### config.mk
export PLATFORM = sky130hd
export DESIGN_NAME = ipv4_route_forward
export DESIGN_NICKNAME = d
export VERILOG_FILES = /design/src/rtl/core/irf_pkg.sv /design/src/rtl/core/irf_cell.sv /design/src/rtl/core/ipv4_route_forward.sv
export SDC_FILE = /design/constraint.sdc
export NUM_CORES = 2
export LEC_CHECK = 0
export BUFFER_PORTS_ARGS = -buffer_cell sky130_fd_sc_hd__buf_4
export CORE_UTILIZATION = 35
export CTS_BUF_LIST = sky130_fd_sc_hd__clkbuf_16
export DETAILED_ROUTE_END_ITERATION = 8
export HOLD_SLACK_MARGIN = 0.03
export PLACE_DENSITY = 0.62
export SYNTH_ARGS = -nofsm -noshare
export SYNTH_HDL_FRONTEND = slang
export SYNTH_SLANG_ARGS = --single-unit
export TNS_END_PERCENT = 30
### constraint.sdc
create_clock -name clk_i -period 6.6 [get_ports clk_i]
set_clock_uncertainty 0.15 [all_clocks]
set_input_delay 1.32 -clock clk_i [delete_from_list [all_inputs] [get_ports clk_i]]
set_output_delay 1.32 -clock clk_i [all_outputs]
set_load 0.02 [all_outputs]
### src/rtl/core/irf_pkg.sv
`timescale 1ns / 1ps
package irf_pkg;

  localparam int unsigned DEFAULT_ROUTE_ENTRIES = 16;
  localparam int unsigned ADDR_W = 32;
  localparam int unsigned PLEN_W = 6;
  localparam int unsigned TTL_W  = 8;
  localparam int unsigned CSUM_W = 16;
  localparam int unsigned SUM_W  = 20;
  localparam int unsigned WCNT_W = 3;
  localparam int unsigned APB_AW = 2;
  localparam int unsigned APB_DW = 32;

  localparam logic [PLEN_W-1:0] MAX_PLEN = 6'd32;

  // command codes
  localparam logic CMD_ADD_ROUTE = 1'b0;
  localparam logic CMD_HDR_WORD  = 1'b1;

  // header word positions
  localparam logic [WCNT_W-1:0] WORD_TTL  = 3'd2;
  localparam logic [WCNT_W-1:0] WORD_LAST = 3'd4;

  // register byte addresses
  localparam logic [APB_AW-1:0] REG_LOCAL_ADDR = 2'd0;

  typedef enum logic [1:0] {
    VERDICT_FORWARD  = 2'd0,
    VERDICT_LOCAL    = 2'd1,
    VERDICT_DROP_TTL = 2'd2,
    VERDICT_NO_ROUTE = 2'd3
  } verdict_e;

  // lookup token passed from cell to cell
  typedef struct packed {
    logic              valid;
    logic              found;
    logic [ADDR_W-1:0] addr;
    logic [ADDR_W-1:0] hop;
  } link_t;

  function automatic logic [ADDR_W-1:0] prefix_mask(input logic [PLEN_W-1:0] len);
    logic [ADDR_W-1:0] m;
    if (len > MAX_PLEN) begin
      m = '1;
    end else begin
      m = ~({ADDR_W{1'b1}} >> len);
    end
    return m;
  endfunction

endpackage

### src/rtl/core/irf_cell.sv
`timescale 1ns / 1ps
module irf_cell #(
  parameter int unsigned ROUTE_ENTRIES = irf_pkg::DEFAULT_ROUTE_ENTRIES,
  parameter int unsigned CELL_INDEX    = 0
) (
  input  logic                                  clk_i,
  input  logic                                  rst_ni,
  input  logic [$clog2(ROUTE_ENTRIES+1)-1:0]    count_i,
  input  logic                                  wr_en_i,
  input  logic [irf_pkg::ADDR_W-1:0]            wr_dest_i,
  input  logic [irf_pkg::ADDR_W-1:0]            wr_mask_i,
  input  logic [irf_pkg::ADDR_W-1:0]            wr_hop_i,
  input  irf_pkg::link_t                        link_i,
  output irf_pkg::link_t                        link_o
);
  import irf_pkg::*;

  localparam int unsigned CW = $clog2(ROUTE_ENTRIES + 1);
  localparam logic [CW-1:0] MY_INDEX = CW'(CELL_INDEX);

  logic [ADDR_W-1:0] dest_q, mask_q, hop_q;
  link_t             link_q, link_d;
  logic              occupied, match;

  // entries fill in order, so the count tells which cells hold a route
  assign occupied = MY_INDEX < count_i;
  assign match    = occupied && ((link_i.addr & mask_q) == dest_q);

  always_comb begin
    link_d = link_i;
    if (!link_i.found && match) begin
      link_d.found = 1'b1;
      link_d.hop   = hop_q;
    end
  end

  always_ff @(posedge clk_i) begin
    if (wr_en_i && count_i == MY_INDEX) begin
      dest_q <= wr_dest_i & wr_mask_i;
      mask_q <= wr_mask_i;
      hop_q  <= wr_hop_i;
    end
  end

  always_ff @(posedge clk_i or negedge rst_ni) begin
    if (!rst_ni) begin
      link_q <= '0;
    end else begin
      link_q <= link_d;
    end
  end

  assign link_o = link_q;

endmodule

### src/rtl/core/ipv4_route_forward.sv
`timescale 1ns / 1ps
// channel   | direction | handshake              | payload
// ----------+-----------+------------------------+-------------------------------------
// command   | in        | start / busy           | command, route_*, header_word
// result    | out       | result_valid_o strobe  | verdict, next_hop, new_ttl, new_checksum
// config    | in        | apb psel/penable/pready| local_address at byte address 0
//
// an add-route item and the first four header words are accepted whenever busy is low
// the fifth header word starts the lookup: the lookup token walks
// the row of route cells one cell a cycle, then the result is registered
// busy is high during the walk
// asynchronous active-low reset empties the table and clears the packet state
// the result is a one-cycle strobe, there is no back pressure on the output
module ipv4_route_forward #(
  parameter int unsigned ROUTE_ENTRIES = irf_pkg::DEFAULT_ROUTE_ENTRIES
) (
  input  logic                         clk_i,
  input  logic                         rst_ni,
  input  logic                         start,
  output logic                         busy,
  input  logic                         command_i,
  input  logic [irf_pkg::ADDR_W-1:0]   route_dest_i,
  input  logic [irf_pkg::PLEN_W-1:0]   route_prefix_len_i,
  input  logic [irf_pkg::ADDR_W-1:0]   route_next_hop_i,
  input  logic [irf_pkg::ADDR_W-1:0]   header_word_i,
  output logic                         result_valid_o,
  output logic [1:0]                   verdict_o,
  output logic [irf_pkg::ADDR_W-1:0]   next_hop_o,
  output logic [irf_pkg::TTL_W-1:0]    new_ttl_o,
  output logic [irf_pkg::CSUM_W-1:0]   new_checksum_o,
  input  logic                         psel,
  input  logic                         penable,
  input  logic                         pwrite,
  input  logic [irf_pkg::APB_AW-1:0]   paddr,
  input  logic [irf_pkg::APB_DW-1:0]   pwdata,
  output logic [irf_pkg::APB_DW-1:0]   prdata,
  output logic                         pready
);
  import irf_pkg::*;

  localparam int unsigned CW = $clog2(ROUTE_ENTRIES + 1);
  localparam logic [CW-1:0] FULL_COUNT = CW'(ROUTE_ENTRIES);

  logic [ADDR_W-1:0] local_addr_q;
  logic [CW-1:0]     count_q;
  logic [WCNT_W-1:0] word_cnt_q;
  logic [SUM_W-1:0]  sum_q, sum_d;
  logic [TTL_W-1:0]  ttl_q;
  logic              busy_q;
  logic [SUM_W-1:0]  fin_sum_q;
  logic [TTL_W-1:0]  fin_ttl_q;
  logic              ttl_zero_q, local_q;

  logic              res_valid_q;
  verdict_e          res_verdict_q;
  logic [ADDR_W-1:0] res_hop_q;
  logic [TTL_W-1:0]  res_ttl_q;
  logic [CSUM_W-1:0] res_ck_q;

  logic              accept, add_route, hdr_word, last_word, wr_en;
  logic [ADDR_W-1:0] wr_mask;
  logic [15:0]       hi, lo;
  logic [TTL_W-1:0]  ttl_word, ttl_dec;
  logic [16:0]       addend;
  logic [16:0]       fold1;
  logic [CSUM_W-1:0] fold2;
  link_t             link [ROUTE_ENTRIES+1];
  link_t             tail;

  assign accept    = start && !busy_q;
  assign add_route = accept && command_i == CMD_ADD_ROUTE;
  assign hdr_word  = accept && command_i == CMD_HDR_WORD;
  assign last_word = hdr_word && word_cnt_q == WORD_LAST;
  assign wr_en     = add_route && count_q < FULL_COUNT;
  assign wr_mask   = prefix_mask(route_prefix_len_i);

  assign hi       = header_word_i[31:16];
  assign lo       = header_word_i[15:0];
  assign ttl_word = hi[15:8];
  assign ttl_dec  = ttl_word - 8'd1;

  // third word: ttl replaced by ttl-1, incoming checksum taken as zero
  always_comb begin
    if (word_cnt_q == WORD_TTL) begin
      addend = {1'b0, ttl_dec, hi[7:0]};
    end else begin
      addend = {1'b0, hi} + {1'b0, lo};
    end
    sum_d = sum_q + SUM_W'(addend);
  end

  always_comb begin
    link[0]       = '0;
    link[0].valid = last_word;
    link[0].addr  = header_word_i;
  end

  for (genvar g = 0; g < ROUTE_ENTRIES; g++) begin : g_cell
    irf_cell #(
      .ROUTE_ENTRIES(ROUTE_ENTRIES),
      .CELL_INDEX   (g)
    ) u_cell (
      .clk_i    (clk_i),
      .rst_ni   (rst_ni),
      .count_i  (count_q),
      .wr_en_i  (wr_en),
      .wr_dest_i(route_dest_i),
      .wr_mask_i(wr_mask),
      .wr_hop_i (route_next_hop_i),
      .link_i   (link[g]),
      .link_o   (link[g+1])
    );
  end

  assign tail = link[ROUTE_ENTRIES];

  // end-around carry fold of the accumulated sum
  assign fold1 = {1'b0, fin_sum_q[15:0]} + 17'(fin_sum_q[SUM_W-1:16]);
  assign fold2 = fold1[15:0] + 16'(fold1[16]);

  always_ff @(posedge clk_i or negedge rst_ni) begin
    if (!rst_ni) begin
      local_addr_q <= '0;
      count_q      <= '0;
      word_cnt_q   <= '0;
      sum_q        <= '0;
      ttl_q        <= '0;
      busy_q       <= 1'b0;
      res_valid_q  <= 1'b0;
    end else begin
      if (psel && penable && pwrite && paddr == REG_LOCAL_ADDR) begin
        local_addr_q <= pwdata;
      end
      if (wr_en) begin
        count_q <= count_q + CW'(1);
      end
      if (hdr_word) begin
        if (last_word) begin
          word_cnt_q <= '0;
          sum_q      <= '0;
          ttl_q      <= '0;
          busy_q     <= 1'b1;
        end else begin
          word_cnt_q <= word_cnt_q + WCNT_W'(1);
          sum_q      <= sum_d;
          if (word_cnt_q == WORD_TTL) begin
            ttl_q <= ttl_word;
          end
        end
      end
      if (tail.valid) begin
        busy_q <= 1'b0;
      end
      res_valid_q <= tail.valid;
    end
  end

  always_ff @(posedge clk_i) begin
    if (last_word) begin
      fin_sum_q  <= sum_d;
      fin_ttl_q  <= ttl_q;
      ttl_zero_q <= ttl_q == '0;
      local_q    <= header_word_i == local_addr_q;
    end
    if (tail.valid) begin
      if (ttl_zero_q) begin
        res_verdict_q <= VERDICT_DROP_TTL;
        res_hop_q     <= '0;
        res_ttl_q     <= '0;
        res_ck_q      <= '0;
      end else if (local_q) begin
        res_verdict_q <= VERDICT_LOCAL;
        res_hop_q     <= '0;
        res_ttl_q     <= '0;
        res_ck_q      <= '0;
      end else if (tail.found) begin
        res_verdict_q <= VERDICT_FORWARD;
        res_hop_q     <= tail.hop;
        res_ttl_q     <= fin_ttl_q - 8'd1;
        res_ck_q      <= ~fold2;
      end else begin
        res_verdict_q <= VERDICT_NO_ROUTE;
        res_hop_q     <= '0;
        res_ttl_q     <= '0;
        res_ck_q      <= '0;
      end
    end
  end

  assign busy           = busy_q;
  assign result_valid_o = res_valid_q;
  assign verdict_o      = res_verdict_q;
  assign next_hop_o     = res_hop_q;
  assign new_ttl_o      = res_ttl_q;
  assign new_checksum_o = res_ck_q;
  assign prdata         = (paddr == REG_LOCAL_ADDR) ? local_addr_q : '0;
  assign pready         = 1'b1;

endmodule
== Word-level counts from Yosys, hierarchy flattened ==
Cells that the tools add are included.

* Reduce and logical (&&, ||, !) cells: 80
* Add/subtract/negate cells: 8
* Bitwise gates (word level): 21
* Shift operators: 1
* Eq/ne operators: 34
* $lt $le $gt $ge: 18
* Mux-type cells: 44

{| class="wikitable"
|+ Operators by type and width
! kind !! number
|-
| 32-bit two-way mux || 18
|-
| 32-bit AND || 17
|-
| 32-bit == test || 17
|-
| 1-bit logical AND || 55
|-
| 5-bit by 4-bit == test with 1-bit output, second input constant || 8
|-
| 4-bit by 5-bit < comparator with 1-bit output, first input constant || 8
|-
| 32-bit inverter || 1
|-
| 32-bit by 6-bit >> shifter with 32-bit output, first input constant || 1
|-
| 20-bit by 17-bit adder with 20-bit output || 1
|-
| 5-bit by 3-bit == test with 1-bit output, second input constant || 4
|-
| 3-bit by 5-bit < comparator with 1-bit output, first input constant || 4
|-
| 20-bit two-way mux || 1
|-
| 1-bit two-way mux || 19
|-
| 16-bit by 16-bit adder with 17-bit output || 1
|-
| 16-bit by 4-bit adder with 17-bit output || 1
|-
| 17-bit two-way mux || 1
|-
| 16-bit by 1-bit adder with 16-bit output || 1
|-
| 1-bit zero test || 16
|-
| 8-bit two-way mux || 2
|-
| 16-bit inverter || 1
|-
| 8-bit by 1-bit subtractor with 8-bit output, second input constant || 2
|-
| 5-bit by 2-bit == test with 1-bit output, second input constant || 2
|-
| 1-bit by 5-bit < comparator with 1-bit output, first input constant || 2
|-
| 2-bit by 5-bit < comparator with 1-bit output, first input constant || 2
|-
| 16 further kinds || 21
|}

* Bits in registers: 2718
* Word-level logic and storage cells: 332
* Output and inout bits: 93
* Input port bits: 143

== Longest topological paths before layout ==
* Depth in word-level cells: 7
* Depth in mapped cells: 18
* Gate-level depth less buffers: 18

== By module ==
A second synthesis with hierarchy kept.

* Cell total of the unflattened synthesis: 5855
* Area total of the unflattened synthesis: 101620.0 um^2

{| class="wikitable"
|+ By module, submodules not included
! module !! area an instance (um^2) !! seq. area each (um^2) !! cells an instance !! instances
|-
| ipv4_route_forward || 9231.4 || 4394.2 || 873 || 1
|-
| irf_cell (g_cell[9].u_cell) || 5829.3 || 4534.3 || 315 || 1
|-
| irf_cell (g_cell[13].u_cell) || 5804.3 || 4534.3 || 314 || 1
|-
| irf_cell (g_cell[0].u_cell) || 5803.1 || 4534.3 || 310 || 1
|-
| irf_cell (g_cell[12].u_cell) || 5796.8 || 4534.3 || 314 || 1
|-
| irf_cell (g_cell[2].u_cell) || 5796.8 || 4534.3 || 312 || 1
|-
| irf_cell (g_cell[6].u_cell) || 5794.3 || 4534.3 || 312 || 1
|-
| irf_cell (g_cell[10].u_cell) || 5790.6 || 4534.3 || 313 || 1
|-
| irf_cell (g_cell[7].u_cell) || 5775.5 || 4534.3 || 314 || 1
|-
| irf_cell (g_cell[14].u_cell) || 5769.3 || 4534.3 || 309 || 1
|-
| irf_cell (g_cell[4].u_cell) || 5769.3 || 4534.3 || 311 || 1
|-
| irf_cell (g_cell[3].u_cell) || 5765.5 || 4534.3 || 309 || 1
|-
| irf_cell (g_cell[11].u_cell) || 5763.0 || 4534.3 || 310 || 1
|-
| irf_cell (g_cell[5].u_cell) || 5761.8 || 4534.3 || 310 || 1
|-
| +3 rows || n/a || n/a || n/a || n/a
|}

== Worst setup path before layout ==
Ideal clock, no wire load.

* Path kind: input to register
* From: input command_i
* To: register g_cell[13].u_cell.dest_q[0] (enable)
* Stages on the path: 4
* Setup time: 0.552 ns
* Path slack: -0.426 ns
* Required time: 5.898 ns
* Path buffers: 0
* Arrival: 6.325 ns
* Path through: nor4b_2 -> nand2_1 -> or3_1 -> nor2_1

* Cells in the longest elaborated chain, start to end: 4

{| class="wikitable"
|+ Ends and longest elaborated chain
! what !! RTL line !! text
|-
| start: declaration || ipv4_route_forward.sv:21 || <nowiki>input logic command_i,</nowiki>
|-
| 1-bit inverter || ipv4_route_forward.sv:71 || <nowiki>assign add_route = accept && command_i == CMD_ADD_ROUTE;</nowiki>
|-
| 1-bit logical AND || ipv4_route_forward.sv:71 ||
|-
| 1-bit logical AND || ipv4_route_forward.sv:74 || <nowiki>assign wr_en = add_route && count_q < FULL_COUNT;</nowiki>
|-
| 1-bit logical AND || irf_cell.sv:38 || <nowiki>if (wr_en_i && count_i == MY_INDEX) begin</nowiki>
|-
| end signal: assignment || irf_cell.sv:39 || <nowiki>dest_q <= wr_dest_i & wr_mask_i;</nowiki>
|-
| end: declaration || irf_cell.sv:21 || <nowiki>logic [ADDR_W-1:0] dest_q, mask_q, hop_q;</nowiki>
|}

No other way between the ends.
A chain may end at the register's enable or synchronous reset.

== Worst setup path in the final report ==
* From: input header_word_i[1] in the netlist's numbering
* To: register sum_q[19]

* Cells in the longest elaborated chain, start to end: 4

{| class="wikitable"
|+ Ends and longest elaborated chain
! what !! RTL line !! text
|-
| start: declaration || ipv4_route_forward.sv:25 || <nowiki>input logic [irf_pkg::ADDR_W-1:0] header_word_i,</nowiki>
|-
| 16-bit by 16-bit adder with 17-bit output || ipv4_route_forward.sv:87 || <nowiki>addend = {1'b0, hi} + {1'b0, lo};</nowiki>
|-
| 17-bit two-way mux || ipv4_route_forward.sv:84 || <nowiki>if (word_cnt_q == WORD_TTL) begin</nowiki>
|-
| 20-bit by 17-bit adder with 20-bit output || ipv4_route_forward.sv:89 || <nowiki>sum_d = sum_q + SUM_W'(addend);</nowiki>
|-
| 20-bit two-way mux || ipv4_route_forward.sv:138 || <nowiki>if (last_word) begin</nowiki>
|-
| end signal: assignment || ipv4_route_forward.sv:145 || <nowiki>sum_q <= sum_d;</nowiki>
|-
| end: declaration || ipv4_route_forward.sv:47 || <nowiki>logic [SUM_W-1:0] sum_q, sum_d;</nowiki>
|}

No other way between the ends.

==> reports/results.txt <==
maximum fanout along the worst path: 5
actual slew at the worst max-slew pin: 1.149 ns
Top FF cell, synth: edfxtp_1
number of remaining DRC errors: 0
first-pass detailed-route iteration total: 5
Core ar.: 271500 sq um
startpoint class of the critical path: primary input
Post-Route WL: 227.9 mm
switching power of the nets: 8589 uW
proportion of power drawn by combinational gates: 7.6%
setup-violating endpoint count in the final report: 0
largest cells by area after synthesis: edfxtp_1, dfrtp_1, mux2_2, xor2_1, nand2_1
count of pins over their slew limit: 0
CP max-delay cell: or4_1
M1 WL: 95.73 mm
die span in y: 525.1 um
via count: 46320
biggest area consumer among synthesized cells: edfxtp_1
clock latency at the later pin of the worst-skew pair: 0.87 ns
remaining antenna violation count after routing: 0
start-to-end type of the worst setup path: primary input to flip-flop
run status: complete, no violations
wire length of the first global-routing pass: 332.5 mm
Final GP Congestion: 0.8366
clock input transition at the sequential cells of the worst setup and hold paths: 0.06 ns
number of register bits inferred by synthesis: 2718
number of hold buffers added after cts: 0
number of warnings reported in the yosys synthesis log: 0
startpoint of the lowest-slack register-to-register path: count_q[4]
GRT Util Overall: 16.45%
clock tree buffer depth: 4
hold-critical path depth: 0
drt initial violations: 3670
via count of the first global-routing pass: 48260
part of the total power dissipated in the clock network: 39.8%
number of port buffers: 234
worst path bufs/invs: 2
Die Width: 525.1 um
Area after DPL: 102500 sq um
CTS root buf: clkbuf_16
final worst-path cycle share: 80.34%
Register-to-Register Path Depth: 5
crit path cell chain: buf_4 > ha_1 > a21o_1 > a21o_1 > a2111oi_0 > buf_4 > nor2_1 > o41ai_1 > xor2_1 > mux2i_1 > ha_1 > nand3_1 > nor2_1 > or3b_1 > a21oi_1 > o21ai_0 > or4_1 > o211ai_1
gate count of the mapped netlist: 5384
pin count of the biggest net entering global routing: 146
max-cap viol count: 0
highest metal layer used by the detailed router: met5
average wire per cell in the routed design: 23.56 um
register-to-register path setup slack: 2.30 ns
Clock Sinks: 2718
share of final-layout standard cells stronger than drive strength 1: 19.88%
CTS tree: done
Top Family by Delay on Critical Path: compound AO/OA/AOI/OAI gates
post-layout net count: 6079
part of the Yosys area used for sequential elements: 79.51%
cells resized by post-CTS repair: 0
worst hold endpoint: g_cell[9].u_cell.link_o[49]
fmax: 0.1886 GHz
final hold vios: 0
Min-Delay Path Class: flip-flop to flip-flop
Layout Cell Area excl Fill: 110900 sq um
number of antenna violations at the first check in global routing: 23
async set-or-reset flop fraction in the synthesized netlist: 40.25%
H-tree levels: 5
slowest stage delay, CP: 0.52 ns
Layout Utilization: 40.85%
RSZ-0062 raised after global routing: no
static leakage power: 0.04362 uW
post-CTS setup buffers: 0
endpoint of the worst-slack reg-to-reg timing path: g_cell[12].u_cell.mask_q[28]
Yosys top cell area share: 50.92%
sequential share of power: 52.6%
initial core utilization: 35.28%
row count: 191
Met3 Wirelength: 14.09 mm
EDFF count, synth: 1624
post-synth net total: 5578
CP arrival: 5.87 ns
detail-routed via count per cell: 4.787
Post-Synthesis Mean Instance Area: 17.79 sq um
global route total overflow: 0
largest vdd supply drop: 0.0002288 V
Die Outline Area: 275700 sq um
P per Cell Area: 329.5 nW/um^2
internal power of the cells: 27960 uW
start point of the worst min-delay path: g_cell[8].u_cell.link_o[49]
slew margin rel.: 23.07%
number of primary I/O pins: 236
cell area after synthesis: 95770 sq um
minimum clock period after layout: 5.303 ns
total met2 wirelength after detailed routing: 110.1 mm
kind of end point of the critical path: flip-flop
number of CTS-inserted buffers: 273
post-detail-place hpwl: 149.1 mm
proportion of total power due to net switching: 23.50%
Crit path required time: 7.16 ns
area added between synthesis and finish: 15.80%
number of unique standard cell types used by synthesis: 79
-- sequential cells by signal, indices dropped and copies added (netlist names), 16 cells and up --
register and flops:
fin_sum_q 20, next_hop_o 32, new_checksum_o 16, g_cell.u_cell.dest_q 512, g_cell.u_cell.mask_q 512, g_cell.u_cell.link_o 1024, g_cell.u_cell.hop_q 512, local_addr_q 32
sum_q 20
-- worst max path at each step --
stage / start / cells past startpoint / end
final: header_word_i[1] / 18 / sum_q[19]
after global routing: header_word_i[1] / 18 / sum_q[19]
after CTS: header_word_i[1] / 18 / sum_q[19]
after detailed placement: header_word_i[1] / 18 / sum_q[19]
after global placement: header_word_i[1] / 18 / sum_q[19]
after floorplan: command_i / 4 / g_cell[13].u_cell.dest_q[0]
-- cells in the final DEF (no fill, tap or decap), types with 15 or more instances in the layout --
cell type  count
ha_1          48
clkinv_1      48
inv_1        121
o21ai_0       46
a211oi_1      15
nor3_1        17
nand2b_1      16
nor4_1        50
mux2_1        45
clkbuf_16    283
a22o_1        16
a21o_1        33
clkinv_2      29
nor2_1        86
xnor2_1      153
nand2_1      595
buf_4        317
nand4_1       96
xor2_1       391
dfrtp_1     1093
mux2_4        97
a21oi_1       63
nor2_4        16
buf_12        15
nand3_1       34
mux2_2       370
edfxtp_1    1624
and2_1       125
and3_1        30
-- Yosys cell counts (all sizes together), types with 4 or more instances --
cell	instances
a31oi	4
nor3	17
dfrtp	1094
xnor2	153
edfxtp	1624
nor2b	10
nand4	96
o22a	6
a21oi	65
o21bai	8
o211ai	10
o21ai	52
a21boi	7
and3b	7
or2	13
nand2	596
nor2	102
nand2b	18
xor2	391
ha	48
or3	12
o21a	9
and3	31
mux2	512
a31o	4
nand3	34
nor4	52
inv	26
and2	128
o22ai	11
clkbuf	45
buf	61
a211oi	16
a22o	16
o31ai	7
or4	17
a21o	33
-- metal layers --
layer | vias up | global-route usage (%)
met1 | 24000 | 21.63
met3 | 392 | 3.109
met2 | 1434 | 27.22
met5 | - | 0
li1 | 20490 | -
met4 | 4 | 5.723
-- cell families after synthesis --
kind of cell	Yosys count	synth area share, %
other	1	0.003916
adder cells (fa/ha/maj)	51	0.6898
flip-flops	2718	79.51
multiplexers	515	6.432
AO/OA/AOI/OAI	277	1.947
AND/OR/NAND/NOR	1146	5.700
XOR/XNOR	544	4.975
buffers and inverters	132	0.7447
-- area by class of cell --
cell class | count | area, sq um
timing repair buffer | 332 | 2680
tap | 3570 | 4467
clock inverter | 208 | 1297
antenna | 5 | 12.51
multi-input combinational | 2534 | 19120
inverter | 26 | 97.59
clock buffer | 283 | 7082
fill | 24210 | 160600
sequential | 2718 | 76150
-- power by group through the flow --
stage	Clock (uW)	Sequential, uW	Combinational, uW
after floorplan	0	19400	1570
after global placement	0	19500	2760
after detailed placement	0	19600	2810
after CTS	14900	19200	2820
after global routing	15500	19300	3060
final	14500	19200	2780
-- through the flow --
step | power (uW) | setup TNS [ns] | setup WS (ns) | hold slack (ns) | instances
2_1_floorplan | 21000 | -258.46 | -0.4261 | 0.1812 | 5384
3_3_place_gp | 22310 | 0 | 0.5742 | 0.1837 | 9180
3_5_place_dp | 22380 | 0 | 0.6113 | 0.1847 | 9180
4_1_cts | 36900 | 0 | 1.467 | 0.1750 | 9671
5_1_grt | 37860 | 0 | 0.9942 | 0.1803 | 9671
6_report | 36550 | 0 | 1.297 | 0.1741 | 9676
Note: power is estimated with default switching activity, not from simulation.
